--- src/sv/assert_macros.svh ---
// Assertion macros shared by the RTL.
`ifndef ASSERT_MACROS_SVH
`define ASSERT_MACROS_SVH

// Same-cycle implication, disabled while in reset.
`define ASSERT_IMPLY(lbl, clk, rst_n, ante, cons) \
    lbl: assert property (@(posedge clk) disable iff (!rst_n) (ante) |-> (cons)) \
        else $error("%m: implication failed");

// Next-cycle implication, disabled while in reset.
`define ASSERT_NEXT(lbl, clk, rst_n, ante, cons) \
    lbl: assert property (@(posedge clk) disable iff (!rst_n) (ante) |=> (cons)) \
        else $error("%m: next-cycle implication failed");

`endif

--- src/sv/adsr_pkg.sv ---
// Types and constants shared by the ADSR envelope evaluator.
package adsr_pkg;

    localparam int POS_W       = 31;
    localparam int LEN_W       = 31;
    localparam int LVL_W       = 32;
    localparam int MAG_W       = 32;
    localparam int PROD_W      = POS_W + MAG_W;
    localparam int SUM_W       = PROD_W + 3;
    localparam int CFG_IDX_W   = 3;
    localparam int CFG_DATA_W  = 32;
    localparam int QUEUE_DEPTH = 4;
    localparam int QPTR_W      = 2;
    localparam int QCNT_W      = 3;

    typedef enum logic [CFG_IDX_W-1:0] {
        CFG_ATTACK_LENGTH  = 3'd0,
        CFG_DECAY_LENGTH   = 3'd1,
        CFG_SUSTAIN_LENGTH = 3'd2,
        CFG_RELEASE_LENGTH = 3'd3,
        CFG_PEAK_LEVEL     = 3'd4,
        CFG_HOLD_LEVEL     = 3'd5
    } cfg_index_t;

    typedef struct packed {
        logic [LEN_W-1:0]        attack_length;
        logic [LEN_W-1:0]        decay_length;
        logic [LEN_W-1:0]        sustain_length;
        logic [LEN_W-1:0]        release_length;
        logic signed [LVL_W-1:0] peak_level;
        logic signed [LVL_W-1:0] hold_level;
    } cfg_regs_t;

    // level = base + (neg ? -q : q), q = dt * mag / divisor
    typedef struct packed {
        logic [POS_W-1:0]        dt;
        logic [MAG_W-1:0]        mag;
        logic [LEN_W-1:0]        divisor;
        logic signed [LVL_W-1:0] base;
        logic                    neg;
        logic                    clamp_zero;
    } work_item_t;

    typedef struct packed {
        logic              empty;
        logic              full;
        logic [QCNT_W-1:0] count;
    } queue_status_t;

endpackage

--- src/sv/adsr_front.sv ---
// Front end: picks the envelope segment and builds the multiply-divide work item.
module adsr_front (
    input  adsr_pkg::cfg_regs_t          cfg,
    input  logic [adsr_pkg::POS_W-1:0]   position,
    output adsr_pkg::work_item_t         item
);
    import adsr_pkg::*;

    logic [LEN_W:0]          end_decay;
    logic [LEN_W+1:0]        end_sustain;
    logic signed [LVL_W:0]   diff;
    logic [MAG_W-1:0]        peak_mag;
    logic [MAG_W-1:0]        hold_mag;
    logic [MAG_W-1:0]        diff_mag;

    always_comb
    begin
        end_decay   = {1'b0, cfg.attack_length} + {1'b0, cfg.decay_length};
        end_sustain = {1'b0, end_decay} + {2'b0, cfg.sustain_length};
        diff        = {cfg.peak_level[LVL_W-1], cfg.peak_level}
                    - {cfg.hold_level[LVL_W-1], cfg.hold_level};
        peak_mag    = cfg.peak_level[LVL_W-1] ? (~$unsigned(cfg.peak_level) + 1'b1)
                                              : $unsigned(cfg.peak_level);
        hold_mag    = cfg.hold_level[LVL_W-1] ? (~$unsigned(cfg.hold_level) + 1'b1)
                                              : $unsigned(cfg.hold_level);
        diff_mag    = diff[LVL_W] ? MAG_W'(~$unsigned(diff) + 1'b1) : MAG_W'($unsigned(diff));

        item.dt         = '0;
        item.mag        = '0;
        item.divisor    = LEN_W'(1);
        item.base       = '0;
        item.neg        = 1'b0;
        item.clamp_zero = 1'b0;

        if (position < cfg.attack_length)
        begin
            item.dt      = position;
            item.mag     = peak_mag;
            item.divisor = cfg.attack_length;
            item.neg     = cfg.peak_level[LVL_W-1];
        end
        else if ({1'b0, position} < end_decay)
        begin
            item.dt      = position - cfg.attack_length;
            item.mag     = diff_mag;
            item.divisor = cfg.decay_length;
            item.base    = cfg.peak_level;
            item.neg     = !diff[LVL_W];
        end
        else if ({2'b0, position} < end_sustain)
        begin
            item.base = cfg.hold_level;
        end
        else if (cfg.release_length != '0)
        begin
            item.dt         = POS_W'({2'b0, position} - end_sustain);
            item.mag        = hold_mag;
            item.divisor    = cfg.release_length;
            item.base       = cfg.hold_level;
            item.neg        = !cfg.hold_level[LVL_W-1];
            item.clamp_zero = 1'b1;
        end
    end

endmodule

--- config.mk ---
export PLATFORM = sky130hd
export DESIGN_NAME = adsr_front
export DESIGN_NICKNAME = d
export VERILOG_FILES = /design/src/sv/assert_macros.svh /design/src/sv/adsr_pkg.sv /design/src/sv/adsr_front.sv
export SDC_FILE = /design/constraint.sdc
export NUM_CORES = 1
export LEC_CHECK = 0
export BUFFER_PORTS_ARGS = -buffer_cell sky130_fd_sc_hd__buf_4
export CAP_MARGIN = 10
export CORE_UTILIZATION = 50
export DETAILED_ROUTE_END_ITERATION = 8
export PLACE_DENSITY = 0.79
export SLEW_MARGIN = 25
export SYNTH_ARGS = -nofsm -noshare
export SYNTH_HDL_FRONTEND = slang
export SYNTH_SLANG_ARGS = --single-unit
--- constraint.sdc ---
create_clock -name vclk -period 9.7
set_input_delay 1.94 -clock vclk [all_inputs]
set_output_delay 1.94 -clock vclk [all_outputs]
set_load 0.05 [all_outputs]
## After elaboration in Yosys (flattened, before gate mapping)

Index checks and enable logic that the tools add are counted.

- Register bits: 0
- Bits in latches: 0
- Bits in writable memories: 0
- ROM bits: 0
- Output and inout port bits: 128
- Word-level logic and storage cells: 30
- Memories: 0

- Add/sub/neg operators: 8
- Multiply operators: 0
- Divide/modulo/power cells: 0
- $lt $le $gt $ge: 3
- Eq/ne operators: 0
- Shift-type cells: 0
- Multiplexer cells: 13
- Bitwise logic cells: 3
- Reductions and logical operators: 3

Operators with widths:

| kind | count |
|---|---|
| 94-bit two-way mux | 2 |
| 32-bit two-way mux | 5 |
| 128-bit two-way mux | 1 |
| 127-bit two-way mux | 1 |
| 32-bit by 1-bit adder with 32-bit output, second input constant | 3 |
| 32-bit NOT | 3 |
| 31-bit subtractor | 2 |
| 32-bit by 31-bit adder with 33-bit output | 1 |
| 31-bit by 33-bit < comparator with 1-bit output | 1 |
| 32-bit by 32-bit subtractor with 33-bit output | 1 |
| 31-bit by 31-bit adder with 32-bit output | 1 |
| 31-bit by 32-bit < comparator with 1-bit output | 1 |
| 31-bit < comparator | 1 |
| 31-bit nonzero test | 1 |
| 1-bit two-way mux | 3 |
| 1-bit zero test | 2 |
| 2-bit two-way mux | 1 |

## Longest topological paths before layout

- Depth in word-level cells: 7
- Gate-level depth with buffers: 36
- Gate-level depth less buffers: 35

## Least setup slack after synthesis

Ideal clock, no wire load.

- Kind: input-to-output
- Start point: input port cfg[126] in the netlist's numbering
- End point: output port item[100] in the netlist's numbering
- Arrival time: 9.091 ns
- Required time: 7.760 ns
- Slack: -1.331 ns
- Stages: 32
- Path buffers: 1
- Path through: ha_1 -> fa_1 -> a21o_1 -> a21oi_1 -> o21bai_1 -> a21oi_1 -> o21bai_1 -> a2111oi_0 -> nor3_1 -> o21a_1 -> nor2_1 -> xnor2_1 -> ha_1 -> a22o_1 -> o31a_1 -> a31o_2 -> a21o_1 -> a21o_1 -> a21o_1 -> a21oi_1 -> xor2_1 -> ha_1 -> nand2_1 -> nor3_1 -> nand3_1 -> a211oi_1 -> o2111ai_1 -> a31oi_1 -> and2b_4 -> buf_2 -> a32oi_1 -> o21ai_0

RTL lines:

| item | line | RTL |
|---|---|---|
| start, declared | adsr_front.sv:3 | `input adsr_pkg::cfg_regs_t cfg,` |
| end, declared | adsr_front.sv:5 | `output adsr_pkg::work_item_t item` |

==> flow_metrics.env <==
export IMPL_drive_above_1_share=0.380
export IMPL_hold_buffers=0
export IMPL_initialDrtViolationCount=2457
export IMPL_grt_pass1_vias=18600
export IMPL_hold_class="input pin to output pin"
export IMPL_worst_slew_pin_slew_ns=0.979
export IMPL_hold_violations=0
export IMPL_antenna_found_initial=0
export IMPL_cap_violations=0
export IMPL_cp_start_kind="input pin"
export IMPL_yosysUniqueCellTypes=89
export IMPL_multi_input_area_mm2=0.0147
export IMPL_gp_congestion=1.06
export IMPL_final_nets=2953
export IMPL_crit_fanout=7
export IMPL_placed_cell_area_mm2=0.0197
export IMPL_drv_slew=0
export IMPL_core_area_mm2=0.0255
export IMPL_drc_errors=0
export IMPL_yosysTopAreaCell="ha_1"
export IMPL_dp_hpwl_um=48300
export IMPL_path_class="input pin to output pin"
export IMPL_synth_area_mm2=0.0131
export IMPL_timing_slew_headroom=0.339
export IMPL_io_buffers=347
export IMPL_power_per_cell_area_mw_per_mm2=171
export IMPL_ios=347
export IMPL_crit_top_cell="buf_4"
export IMPL_drtPass1Iterations=5
export IMPL_antenna_left=0
export IMPL_syn_nets=2356
export IMPL_finalCritPeriodShare=1.11
export IMPL_min_delay_path_depth=3
export IMPL_fp_dieH_um=164
export IMPL_initial_core_util=0.516
export IMPL_seq_area_um2=0
export IMPL_worst_ep_required_time_ns=7.76
export IMPL_gr_usage_all_layers=0.446
export IMPL_fin_util=0.852
export IMPL_ys_warn_count=0
export IMPL_layout_cells_non_filler=2864
export IMPL_die_area_mm2=0.0269
export IMPL_fin_area_mm2=0.0217
export IMPL_crit_path_end_kind="output pin"
export IMPL_slowest_stage="fa_2"
export IMPL_syn_to_final_growth_pct=65.1
export IMPL_num_vias=19500
export IMPL_grt_overflow_total=0
export IMPL_dp_cells=2806
export IMPL_grt_pass1_wl_um=96100
export IMPL_ys_top_cells_by_area="ha_1 (18%), xnor2_1 (9.1%), a21oi_1 (5.8%)"
export IMPL_setup_viol=128
export IMPL_rows=58
export IMPL_cpPeakStageDelay_ns=0.35
export IMPL_run_status="complete, but fails checks"
export IMPL_antenna_cells=0
export IMPL_cp_arrival_ns=8.87
export IMPL_die_x_um=164
export IMPL_yosys_cell_count_top_type="ha_1"
export IMPL_fmax_mhz=92.5
export IMPL_vias_per_cell=6.80
export IMPL_syn_avg_cell_area_um2=6.78
export IMPL_yosysSeqAreaShare=0
export IMPL_drt_wl_total_um=66900
export IMPL_violations="negative setup slack"
export IMPL_ir_drop_uv=140
export IMPL_dp_worst_setup_slack_ns=-1.11
export IMPL_clockBufferCount=0
export IMPL_rsz0062_at_grt="true"
export IMPL_grt_start_max_net_pins=78
export IMPL_setup_slack_ns=-1.11
export IMPL_synth_top_area_share=0.184
export IMPL_power_leakage_nw=9.99
export IMPL_synth_commonest_cells="ha_1 (193), nor2_1 (161), a21oi_1 (153), nand2_1 (153), inv_1 (138)"
export IMPL_fin_crit_ns=10.81
export IMPL_design_seq_count=0
export IMPL_fill_cells=1412
export IMPL_synthCells=1939
export IMPL_wl_per_cell_um=23.3
-- through the flow --
stage	TNS (ns)	hold WS, ns	power (mW)
finish	-118.72	4.23	3.71
floorplan	-37.26	4.06	2.10
detailed placement	-125.69	4.25	3.17
global placement	-108.62	4.25	3.11
CTS	-97.54	4.22	3.42
global route	-154.45	4.23	3.88
-- per-layer routing --
metal / up-vias / wire length [um] / share of wire / GRT usage
met5: - / 0 / 0 / 0
met4: 0 / 5630 / 0.084 / 0.317
met3: 442 / 6550 / 0.098 / 0.0654
met2: 1447 / 31100 / 0.47 / 0.764
met1: 9085 / 23600 / 0.35 / 0.506
li1: 8492 / - / - / -
-- logic make-up after synthesis --
| logic type | count (synthesis) | synth area share |
|---|---|---|
| xor gates and xnor gates | 212 | 0.141 |
| adders and majority gates | 198 | 0.191 |
| AOI/OAI and AO/OA | 741 | 0.382 |
| buffers and inverters | 214 | 0.0686 |
| muxes | 8 | 0.00619 |
| and+or+nand+nor | 566 | 0.211 |
-- critical path: cells and delay by family --
kind / cells / cell delay, ns
AOI/OAI and AO/OA: 13 / 2.38
buffers and inverters: 12 / 1.59
and+or+nand+nor: 11 / 1.50
xor gates and xnor gates: 2 / 0.32
adders and majority gates: 4 / 1.11
-- final cells by class --
class,instances,area share
multi-input combinational,1725,0.679
inverter,139,0.0242
tap,330,0.0190
timing repair buffer,670,0.277
-- layout by cell type, fill, tap and decap left out, types with 33 or more instances in the layout --
master,netlist,final
a21o_1,69,68
a21oi_1,153,126
a221oi_4,0,33
buf_4,1,513
buf_6,2,86
buf_8,0,51
ha_1,193,189
inv_1,138,137
nand2_1,153,146
nand3_1,35,33
nor2_1,161,136
nor3_1,41,38
o21ai_0,107,89
o21ai_4,0,40
xnor2_1,136,132
xor2_1,76,74
-- where the power goes --
part	leakage, nW	switching, mW	internal, mW
clock	0	0	0
sequential	0	0	0
combinational	9.99	2.13	1.57
-- timing repair --
action	4_1_cts	5_1_grt
setup buffers	30	27
pin swaps	67	52
hold endpoints to repair	0	0
resized for setup	213	108
endpoints found under the setup margin	128	128
cloned	5	2
-- final timing paths --
check	slack, ns	start	to
setup / recovery	-1.11	cfg[126]	item[116]
hold / removal	4.23	cfg[5]	item[7]
Note: power is estimated with default switching activity, not from simulation.
