`src/sv/assert_macros.svh`:
```
// Assertion macros shared by the RTL.
`ifndef ASSERT_MACROS_SVH
`define ASSERT_MACROS_SVH

// Same-cycle implication, disabled while in reset.
`define ASSERT_IMPLY(lbl, clk, rst_n, ante, cons) \
    lbl: assert property (@(posedge clk) disable iff (!rst_n) (ante) |-> (cons)) \
        else $error("%m: implication failed");

// Next-cycle implication, disabled while in reset.
`define ASSERT_NEXT(lbl, clk, rst_n, ante, cons) \
    lbl: assert property (@(posedge clk) disable iff (!rst_n) (ante) |=> (cons)) \
        else $error("%m: next-cycle implication failed");

`endif

```
`src/sv/adsr_pkg.sv`:
```
// Types and constants shared by the ADSR envelope evaluator.
package adsr_pkg;

    localparam int POS_W       = 31;
    localparam int LEN_W       = 31;
    localparam int LVL_W       = 32;
    localparam int MAG_W       = 32;
    localparam int PROD_W      = POS_W + MAG_W;
    localparam int SUM_W       = PROD_W + 3;
    localparam int CFG_IDX_W   = 3;
    localparam int CFG_DATA_W  = 32;
    localparam int QUEUE_DEPTH = 4;
    localparam int QPTR_W      = 2;
    localparam int QCNT_W      = 3;

    typedef enum logic [CFG_IDX_W-1:0] {
        CFG_ATTACK_LENGTH  = 3'd0,
        CFG_DECAY_LENGTH   = 3'd1,
        CFG_SUSTAIN_LENGTH = 3'd2,
        CFG_RELEASE_LENGTH = 3'd3,
        CFG_PEAK_LEVEL     = 3'd4,
        CFG_HOLD_LEVEL     = 3'd5
    } cfg_index_t;

    typedef struct packed {
        logic [LEN_W-1:0]        attack_length;
        logic [LEN_W-1:0]        decay_length;
        logic [LEN_W-1:0]        sustain_length;
        logic [LEN_W-1:0]        release_length;
        logic signed [LVL_W-1:0] peak_level;
        logic signed [LVL_W-1:0] hold_level;
    } cfg_regs_t;

    // level = base + (neg ? -q : q), q = dt * mag / divisor
    typedef struct packed {
        logic [POS_W-1:0]        dt;
        logic [MAG_W-1:0]        mag;
        logic [LEN_W-1:0]        divisor;
        logic signed [LVL_W-1:0] base;
        logic                    neg;
        logic                    clamp_zero;
    } work_item_t;

    typedef struct packed {
        logic              empty;
        logic              full;
        logic [QCNT_W-1:0] count;
    } queue_status_t;

endpackage

```
`src/sv/adsr_queue.sv`:
```
// Short FIFO between the classifying front end and the arithmetic back end.
module adsr_queue (
    input  logic                     clk,
    input  logic                     rst_n,
    input  logic                     push,
    input  adsr_pkg::work_item_t     push_item,
    input  logic                     pop,
    output adsr_pkg::work_item_t     head_item,
    output adsr_pkg::queue_status_t  status
);
    import adsr_pkg::*;

    work_item_t        mem [QUEUE_DEPTH];
    logic [QPTR_W-1:0] wr_ptr_reg;
    logic [QPTR_W-1:0] wr_ptr_next;
    logic [QPTR_W-1:0] rd_ptr_reg;
    logic [QPTR_W-1:0] rd_ptr_next;
    logic [QCNT_W-1:0] count_reg;
    logic [QCNT_W-1:0] count_next;

    always_comb
    begin
        wr_ptr_next = push ? wr_ptr_reg + 1'b1 : wr_ptr_reg;
        rd_ptr_next = pop ? rd_ptr_reg + 1'b1 : rd_ptr_reg;
        count_next  = count_reg;
        if (push && !pop)
        begin
            count_next = count_reg + 1'b1;
        end
        else if (pop && !push)
        begin
            count_next = count_reg - 1'b1;
        end
    end

    always_ff @(posedge clk or negedge rst_n)
    begin
        if (!rst_n)
        begin
            wr_ptr_reg <= '0;
            rd_ptr_reg <= '0;
            count_reg  <= '0;
        end
        else
        begin
            wr_ptr_reg <= wr_ptr_next;
            rd_ptr_reg <= rd_ptr_next;
            count_reg  <= count_next;
        end
    end

    always_ff @(posedge clk)
    begin
        if (push)
        begin
            mem[wr_ptr_reg] <= push_item;
        end
    end

    assign head_item    = mem[rd_ptr_reg];
    assign status.empty = (count_reg == '0);
    assign status.full  = (count_reg == QCNT_W'(QUEUE_DEPTH));
    assign status.count = count_reg;

endmodule

```
`config.mk`:
```
export PLATFORM = sky130hd
export DESIGN_NAME = adsr_queue
export DESIGN_NICKNAME = d
export VERILOG_FILES = /design/src/sv/assert_macros.svh /design/src/sv/adsr_pkg.sv /design/src/sv/adsr_queue.sv
export SDC_FILE = /design/constraint.sdc
export NUM_CORES = 1
export LEC_CHECK = 0
export BUFFER_PORTS_ARGS = -buffer_cell sky130_fd_sc_hd__buf_2
export CAP_MARGIN = 10
export CORE_AREA = 2 2 277 252
export CTS_CLUSTER_SIZE = 30
export DETAILED_ROUTE_END_ITERATION = 10
export DIE_AREA = 0 0 279 254
export PLACE_DENSITY_LB_ADDON = 0.3
export SETUP_SLACK_MARGIN = 0.1
export SLEW_MARGIN = 20
export SYNTH_ARGS = -nofsm -noshare
export SYNTH_HDL_FRONTEND = slang
export SYNTH_SLANG_ARGS = --single-unit
```
`constraint.sdc`:
```
create_clock -name clk -period 3.8 [get_ports clk]
set_input_delay 0.76 -clock clk [delete_from_list [all_inputs] [get_ports clk]]
set_output_delay 0.76 -clock clk [all_outputs]
set_load 0.03 [all_outputs]
```
## Word-level counts from Yosys, hierarchy flattened

Memory sizes are Yosys's and may differ from the RTL's.
Index checks and enable logic that the tools add are counted.
Widths: inputs -> output; s select.

- Bits in registers: 7
- Memory bits (writable): 512
- Bits of input ports: 132
- Output and inout bits: 133
- Word-level logic and storage cells: 19
- Memories: 1

Memory list:

| name | words | bits a word | read ports | clocked after Yosys merged registers in | wr ports | line | RTL |
|---|---|---|---|---|---|---|---|
| mem | 4 | 128 | 1 | 0 | 1 | adsr_queue.sv:13 | `work_item_t mem [QUEUE_DEPTH];` |

- Add/subtract/negate cells: 4
- Equality and inequality tests: 1
- Muxes and demuxes: 4
- Reductions and logical operators: 6

Operators with widths:

| cell | number |
|---|---|
| $mux 3 | 2 |
| $add 2x1->2 const B | 2 |
| $add 3x1->3 const B | 1 |
| $eq 3x3->1 const B | 1 |
| $logic_not 3->1 | 1 |
| $sub 3x1->3 const B | 1 |
| $logic_and 1x1->1 | 2 |
| $logic_not 1->1 | 2 |
| $mux 1 | 2 |
| $reduce_bool 2->1 | 1 |

## Depth between registers and ports, before layout

Gate-level depths: netlist of the first run.

- Depth in word-level cells: 4
- Depth in mapped cells: 7
- Gate-level depth less buffers: 7

## Worst setup path before layout of the first run

No wires, ideal clock.

- Kind: input-to-reg
- Start: input port push
- End: memory mem[1][0] (netlist bit), enable pin
- Library setup time: 502 ps
- Arrival: 3693 ps
- Data required time: 3298 ps
- Slack: -395 ps
- Cell stages on the path: 1
- Path buffers: 0
- Cells stage by stage: and2_1

- Cells in the longest elaborated chain, start to end: 2

RTL lines:

| what | line | RTL |
|---|---|---|
| start, declared | adsr_queue.sv:5 | `input logic push,` |
| $mux 1 | adsr_queue.sv:54 | `if (push)` |
| $mux 1 (not written as such) | adsr_queue.sv:56 | `mem[wr_ptr_reg] <= push_item;` |
| end, declared | adsr_queue.sv:13 |  |

No other way between the ends.

==> results of run 1 <==
## logic make-up (layout without fill, tap and decap cells)
logic type,count (synthesis),count (layout),synth area share (%)
AO/OA/AOI/OAI,1,1,0.0265
XOR/XNOR,6,6,0.279
adder cells (fa/ha/maj),6,6,0.438
buffers and inverters,33,394,1.23
flip-flops,519,519,82.4
multiplexers,129,129,15.3
other,0,2,0
AND/OR/NAND/NOR,9,9,0.259
## worst reg2reg max path: cells and delay by family, from the launching register on
family	cells	cell delay, ns
flops	1	0.42
fa+ha+maj	1	0.14
simple gates	1	0.65
buf+inv	2	0.47
## power by group
group / switching (W) / internal, W
sequential: 0.000349 / 0.00748
clock: 0.00212 / 0.00291
combinational: 0.00415 / 0.00236
## path summary, 6_finish.rpt
path,start,end,slack [ns]
worst min register to register,count_reg[2],count_reg[2],0.52
worst max register to register,wr_ptr_reg[0],mem[2][45],1.73
worst min-delay path,push_item[1],mem[1][1],0.38
max in group asynchronous,rst_n,rd_ptr_reg[0],3.08
min in group asynchronous,rst_n,count_reg[2],0.54
worst max-delay path,rd_ptr_reg[0],head_item[77],0.66
## cells in the final DEF, fill, tap and decap left out, drive strengths merged, types with 2 or more instances in the layout
cell type,count
and2,4
buf,289
bufinv,4
clkbuf,63
clkinv,30
dfrtp,7
diode,2
edfxtp,512
ha,5
inv,6
mux4,128
nand2,2
xnor2,2
xor2,4
## routing by layer
layer | wire length, um | vias up
met2 | 19700 | 198
li1 | - | 3702
met1 | 16000 | 4443
met5 | 69 | -
met3 | 2540 | 73
met4 | 892 | 12
## final cells by class
type	count	area, um^2	share of cell area [%]
flip-flops and latches	519	15600	67.2
well taps	883	1100	4.77
multi-input cells	151	3090	13.4
inverters	4	15.0	0.0648
diodes	2	5.00	0.0216
clock inverters	37	284	1.23
clock buffers	63	1410	6.07
repair buffers	290	1690	7.31
## through the flow
step	worst slack [ns]	total power (W)	utilization [%]	instances
6_report	0.656	0.0194	34.1	1949
4_1_cts	0.542	0.0198	34.1	1947
3_5_place_dp	1.21	0.0147	31.6	1846
3_3_place_gp	1.23	0.0146	31.6	1846
2_1_floorplan	1.01	0.0126	-	703
5_1_grt	0.498	0.0203	34.1	1948
==> key figures, run 1 <==
Run status
  • Status: complete, no violations

Yosys
  • Ys Warns: 0
  • Synthesized Nets: 841
  • Post-synth top area cell: edfxtp_1
  • Synth cell types: 20
  • Top cells by count, synth: edfxtp_1, mux4_2, buf_2
  • Most common cell in the netlist: edfxtp_1
  • Sequential share of the synthesized area: 82.4%
  • Top cell type's share of synthesized area: 81.5%
  • Synth area leaders: edfxtp_1, mux4_2, dfrtp_1, buf_6, buf_2
  • Share of async-settable or async-resettable flops after synthesis: 1.35%
  • Synthesized area per cell: 26.8 um^2
  • Number of synthesized register bits: 519
  • Ys flop type: edfxtp_1
  • Synth Cell Area: 18900 um^2
  • Post-synth EDFFs: 512
  • Cells after synthesis: 703

GRT
  • First-pass GRT wire length: 58600 um
  • Initial antenna violation count: 8
  • GR Util met2: 18.8%
  • Global route total overflow: 0
  • Largest net degree at the start of global routing: 52
  • Busiest grt layer: met2
  • Met3 Usage GRT: 3.41%
  • GR Layer Usage met1: 13.4%
  • Number of global-route vias before repair: 9403
  • Total GRT Usage: 11.0%

Finish
  • Fin area: 23200 um^2
  • Fill count: 6356
  • Layout cells sized above 1: 47.1%
  • Largest register FFs: 512
  • Final-stage net count: 1157
  • Area growth syn-to-layout: 22.8%

Timing
  • Worst slew pin tran: 0.774 ns
  • WHS: 0.381 ns
  • Final period util: 82.7%
  • Final setup fails: 0
  • Setup TNS: 0 ns
  • Peak Freq: 0.318 GHz
  • Unrepaired setup endpoints after global routing: false
  • Slew Viols, Final: 0
  • Slew margin rel.: 48.4%
  • Fin. Hold Viols: 0
  • Final Skew: 0.0262 ns
  • Min cycle time layout: 3.14 ns

Detailed routing
  • DRT iter0 DRCs: 529
  • DRT antenna net count: 0
  • Final wirelength: 39100 um
  • Routed vias/inst: 4.32
  • Average wire per standard cell: 20.1 um
  • Drt first pass iters: 4
  • DRC viols: 0
  • Total number of vias: 8428

Job
  • Number of max-cap violations: 0

CTS
  • CTS H-tree lvls: 2
  • Clock sinks: 519
  • Worst-Skew Late Latency: 0.59 ns
  • Root buffer cell: clkbuf_16
  • CTS Buffer Depth: 3
  • CTS Buf Count: 53
  • Setup bufs post-CTS: 0
  • CTS tree: done
  • Quantity of hold-fixing buffers added after cts: 1
  • Worst-path clk slew: 0.06 ns
  • Post-cts resize count: 0

Setup path
  • WP depth: 3
  • Kind of critical path: flop to output port
  • Crit path buf inv count: 2
  • Startpoint types: flop
  • Slowest-stage cell, CP: dfrtp_4
  • Worst path cell trace: buf_12 -> mux4_2 -> buf_2
  • CP top delay family: flip-flops
  • CP required: 3.04 ns
  • Slowest Stage Delay on Critical Path: 0.64 ns
  • Worst Setup End Kind: output port
  • Worst Path Arrival: 2.38 ns
  • Worst-path fanout max: 37
  • Worst-case reg-to-reg path depth: 4

Pwr
  • PwrDens: 836 nW/um^2
  • LEAKAGE: 7.78 nW
  • Peak supply drop: 368 uV

Place
  • Dpl cell area: 21500 um^2
  • GPL Wtd Cong: 0.687
  • # port buffers: 264
  • Hpwl dp: 24000 um

Floorplan
  • Die Width: 279 um
  • Initial Util: 27.8%
  • Die height: 254 um
  • I/O pins: 265
  • Die area: 70900 um^2
  • # rows: 91
  • CORE AREA: 68000 um^2

Hold path
  • Worst hold path depth: 1
  • Hold Path Class: input pin to flop
Power figures use the tool's default switching activity.
==> run 2, diff against run 1 <==
==> constraint.sdc (replaced) <==
create_clock -name clk -period 2.9 [get_ports clk]
set_input_delay 0.58 -clock clk [delete_from_list [all_inputs] [get_ports clk]]
set_output_delay 0.58 -clock clk [all_outputs]
set_load 0.03 [all_outputs]
==> key figures, run 2 (same netlist as run 1, synthesis figures left out) <==
Run status
  • Status: complete, no violations

Setup path
  • Most frequent CP cell: buf_12
  • Slowest-stage cell, CP: mux4_2
  • Worst path cell trace: buf_12 -> buf_12 -> clkbuf_16 -> mux4_2 -> buf_6
  • CP required: 2.32 ns
  • Worst Path Arrival: 2.19 ns
  • Crit path buf inv count: 4
  • CP endpoint: head_item[28]
  • Kind of critical path: flop to output port
  • Reg2Reg Setup Slack: 1.02 ns
  • Startpoint types: flop
  • Reg2reg start: wr_ptr_reg[1]
  • CP top delay family: buffers and inverters
  • Worst-path fanout max: 7
  • Worst setup startpoint: rd_ptr_reg[0]
  • Worst-case reg-to-reg path depth: 4
  • Slowest Stage Delay on Critical Path: 0.50 ns
  • Worst Setup End Kind: output port
  • Worst r2r dst: mem[1][73]
  • WP depth: 5

Finish
  • Final-stage net count: 1191
  • Commonest non-fill, non-tap cell in the layout: edfxtp_1
  • Most frequent cells in the layout: edfxtp_1, buf_2, mux4_2
  • Area growth syn-to-layout: 26.9%
  • Layout cells sized above 1: 48.8%
  • Multi-input logic area: 3090 um^2
  • Largest register FFs: 512
  • FF+latch area: 15600 um^2
  • Fill count: 6242

GRT
  • Largest net degree at the start of global routing: 68
  • Number of global-route vias before repair: 9356
  • Busiest grt layer: met2
  • GR Util met2: 19.3%
  • First-pass GRT wire length: 60400 um
  • GR Layer Usage met1: 14.4%
  • Total GRT Usage: 11.5%
  • Met3 Usage GRT: 3.75%
  • Initial antenna violation count: 8
  • Global route total overflow: 0

CTS
  • Worst-path clk slew: 0.07 ns
  • Clock sinks: 519
  • CTS Buf Count: 55
  • CTS H-tree lvls: 2
  • Root buffer cell: clkbuf_16
  • CTS tree: done
  • Worst-Skew Late Latency: 0.59 ns
  • CTS Buffer Depth: 3

Floorplan
  • # rows: 91
  • Initial Util: 27.8%
  • Die height: 254 um
  • Die Width: 279 um
  • CORE AREA: 68000 um^2
  • I/O pins: 265
  • Die area: 70900 um^2

Timing
  • Unrepaired setup endpoints after global routing: true
  • Peak Freq: 0.362 GHz
  • Slew Viols, Final: 0
  • Slew margin rel.: 54.8%
  • Worst slew pin tran: 0.677 ns
  • Fin. Hold Viols: 0
  • Min cycle time layout: 2.77 ns
  • Setup TNS: 0 ns
  • Final setup fails: 0
  • Setup slack after layout: 0.135 ns
  • Final period util: 95.3%
  • Final Skew: 0.0182 ns
  • WHS: 0.192 ns

Place
  • Hpwl dp: 24300 um
  • # port buffers: 264
  • Pre-CTS WS: 0.568 ns
  • GPL Wtd Cong: 0.683

Pwr
  • Sw Ratio: 33.5%
  • Net switching power: 0.00906 W
  • Sequential share of power: 37.4%
  • PwrDens: 1130 nW/um^2
  • Share of power burned in combinational logic: 36.7%
  • LEAKAGE: 8.13 nW
  • Peak supply drop: 539 uV
  • Clk network pwr share: 25.9%
  • Int Pwr: 0.0180 W

Detailed routing
  • Drt first pass iters: 4
  • Average wire per standard cell: 21.0 um
  • Routed vias/inst: 4.35
  • Total number of vias: 8621
  • DRC viols: 0
  • DRT antenna net count: 0
  • DRT iter0 DRCs: 467
  • Final wirelength: 41600 um

Job
  • Number of max-cap violations: 0

Hold path
  • Hold Path Class: input pin to flop
## run 2: cell count changes in the layout (fill, tap and decap cells not counted), sizes merged
| cell | change |
|---|---|
| buf | +30 |
| clkinv | -11 |
| clkbuf | +7 |
| clkinvlp | +4 |
| bufinv | +3 |
| diode | -1 |
| inv | -1 |
## run 2: power by group through the flow
| stage | clock network (W) | registers (W) | logic [W] |
|---|---|---|---|
| finish | 0.00700 | 0.0101 | 0.00994 |
| global route | 0.00752 | 0.0102 | 0.0106 |
| CTS | 0.00723 | 0.0101 | 0.0100 |
| detailed placement | 0 | 0.0104 | 0.00901 |
| global placement | 0 | 0.0103 | 0.00900 |
| floorplan | 0 | 0.0103 | 0.00622 |
## run 2: through the flow
stage / cells / total power, W / util, % / instance area, um^2
after floorplan: 703 / 0.0165 / - / 18900
final: 1980 / 0.0271 / 35.2 / 23900
after CTS: 1977 / 0.0274 / 35.1 / 23800
after global routing: 1979 / 0.0283 / 35.2 / 23900
after detailed placement: 1861 / 0.0194 / 31.8 / 21600
after global placement: 1861 / 0.0193 / 31.8 / 21600
## run 2: how the worst min path moves through the flow
stage                     slack, ns           end  cells after the start          start
after global placement         0.43  count_reg[1]                      1          rst_n
after detailed placement       0.43  count_reg[1]                      1          rst_n
after floorplan                0.28  count_reg[0]                      0          rst_n
after CTS                      0.14    mem[3][10]                      1  push_item[10]
final                          0.19    mem[3][10]                      1  push_item[10]
after global routing           0.17     mem[2][5]                      1   push_item[5]
## run 2: final cells by class
cell class,count,area share (%)
antenna,1,0.0105
clock buffer,68,6.13
clock inverter,32,1.42
inverter,4,0.0627
multi-input combinational,151,12.9
sequential,519,65.0
tap,883,4.61
timing repair buffer,322,9.86
## run 2: repair_timing
item | in CTS | in global routing
cloned | 6 | 2
endpoints found under the hold margin | 7 | 0
endpoints found under the setup margin | 114 | 64
buffers inserted | 9 | 0
resized for setup | 41 | 22
hold buffers | 1 | 0
## run 2: per-layer routing
layer | wire (um) | part of all wire (%)
met1 | 17500 | 42
met2 | 20400 | 49
met3 | 2850 | 6.9
met4 | 856 | 2.1
met5 | 74 | 0.18
==> run 3, diff against run 2 <==
--- a/config.mk
+++ b/config.mk
@@ -5,6 +5,7 @@
 export SDC_FILE = /design/constraint.sdc
 export NUM_CORES = 1
 export LEC_CHECK = 0
+export ABC_CLOCK_PERIOD_IN_PS = 2900
 export BUFFER_PORTS_ARGS = -buffer_cell sky130_fd_sc_hd__buf_2
 export CAP_MARGIN = 10
 export CORE_AREA = 2 2 277 252
==> constraint.sdc (replaced) <==
create_clock -name clk -period 2.9 [get_ports clk]
set_input_delay 0 -clock clk [delete_from_list [all_inputs] [get_ports clk]]
set_output_delay 0 -clock clk [all_outputs]
set_load 0.03 [all_outputs]
==> key figures, run 3 (same netlist as run 1, synthesis figures left out) <==
Run status
  • Status: complete, no violations

Floorplan
  • Die Width: 279 um
  • Initial Util: 27.8%
  • I/O pins: 265
  • Die height: 254 um
  • # rows: 91
  • Die area: 70900 um^2
  • CORE AREA: 68000 um^2

Setup path
  • Crit path buf inv count: 3
  • WP depth: 4
  • Kind of critical path: flop to output port
  • Worst Setup End Kind: output port
  • Worst path cell trace: buf_12 -> buf_12 -> mux4_2 -> buf_2
  • Slowest-stage cell, CP: dfrtp_4
  • Reg2reg start: wr_ptr_reg[0]
  • Worst setup startpoint: rd_ptr_reg[0]
  • CP top delay family: buffers and inverters
  • CP required: 2.90 ns
  • Startpoint types: flop
  • Slowest Stage Delay on Critical Path: 0.62 ns
  • Worst-path fanout max: 21
  • Worst-case reg-to-reg path depth: 4
  • Reg2Reg Setup Slack: 0.95 ns
  • Worst Path Arrival: 2.44 ns
  • Most frequent CP cell: buf_12

Pwr
  • Peak supply drop: 622 uV
  • LEAKAGE: 8.46 nW
  • PwrDens: 1060 nW/um^2

Timing
  • Slew margin rel.: 51.8%
  • Min cycle time layout: 2.44 ns
  • Final Skew: 0.00784 ns
  • Final setup fails: 0
  • Fin. Hold Viols: 0
  • Unrepaired setup endpoints after global routing: false
  • Slew Viols, Final: 0
  • Final period util: 84.1%
  • Setup TNS: 0 ns
  • Worst slew pin tran: 0.723 ns
  • Peak Freq: 0.410 GHz

Detailed routing
  • DRT iter0 DRCs: 511
  • DRC viols: 0
  • Routed vias/inst: 4.30
  • Total number of vias: 9028
  • Final wirelength: 40900 um
  • Average wire per standard cell: 19.5 um
  • Drt first pass iters: 4
  • DRT antenna net count: 0

CTS
  • Setup bufs post-CTS: 0
  • CTS Buf Count: 56
  • Worst-Skew Late Latency: 0.59 ns
  • Post-cts resize count: 0
  • CTS tree: done
  • CTS H-tree lvls: 2
  • Root buffer cell: clkbuf_16
  • Worst-path clk slew: 0.06 ns
  • CTS Buffer Depth: 3
  • Quantity of hold-fixing buffers added after cts: 132
  • Clock sinks: 519

Finish
  • Most frequent cells in the layout: edfxtp_1, buf_2, dlygate4sd3_1
  • Fill count: 6270
  • Final-stage net count: 1308
  • Final Non-Filler Cells: 2098
  • Area growth syn-to-layout: 31.1%
  • Commonest non-fill, non-tap cell in the layout: edfxtp_1
  • Largest register FFs: 512
  • Layout cells sized above 1: 42.7%

Job
  • Number of max-cap violations: 0

GRT
  • Initial antenna violation count: 1
  • Global route total overflow: 0
  • Number of global-route vias before repair: 9847
  • First-pass GRT wire length: 60800 um
  • GR Layer Usage met1: 14.2%
  • Busiest grt layer: met2
  • Met3 Usage GRT: 3.20%
  • Largest net degree at the start of global routing: 40
  • Total GRT Usage: 11.4%
  • GR Util met2: 19.5%

Place
  • Dpl cells: 1863
  • GPL Wtd Cong: 0.684
  • # port buffers: 264
  • Hpwl dp: 25300 um

Hold path
  • Hold Path Class: input pin to flop
  • Worst hold path depth: 2
  • HP Start: push_item[111]
## run 3: cell type report
type,instances,area [um^2],area share [%]
sequential,519,15600,62.9
tap,883,1100,4.47
inverter,4,15.0,0.0607
antenna,1,2.50,0.0101
timing repair buffer,438,3210,13.0
clock buffer,68,1470,5.93
multi-input combinational,151,3090,12.5
clock inverter,34,292,1.18
## run 3: routing by layer
| layer | up-vias | wire length, um |
|---|---|---|
| li1 | 3987 | - |
| met1 | 4755 | 17200 |
| met2 | 226 | 20400 |
| met3 | 58 | 2540 |
| met4 | 2 | 786 |
| met5 | - | 13 |
## run 3: power by group
part           switching, W  internal (W)  total (W)  leakage, nW
Clock               0.00284       0.00402    0.00686        0.864
Sequential         0.000482       0.00980     0.0103         4.78
Combinational       0.00555       0.00342    0.00896         2.81
Total               0.00887        0.0172     0.0261         8.46
## run 3: final timing paths
path,endpoint
min in group asynchronous,count_reg[2]
max reg2reg,mem[0][42]
min reg2reg,count_reg[2]
max,head_item[42]
min,mem[0][111]
max in group asynchronous,rd_ptr_reg[1]
## run 3: per-stage QoR
step           total power (W)  hold slack, ns  instance area (um^2)  setup WS [ns]  utilization (%)
2_1_floorplan           0.0165          -0.296                 18900          0.266                -
3_3_place_gp            0.0195          -0.153                 21700          0.943             31.9
3_5_place_dp            0.0195          -0.149                 21700          0.906             31.9
4_1_cts                 0.0266           0.114                 24700          0.353             36.4
5_1_grt                 0.0273           0.131                 24700          0.301             36.4
6_report                0.0261           0.158                 24700          0.460             36.4
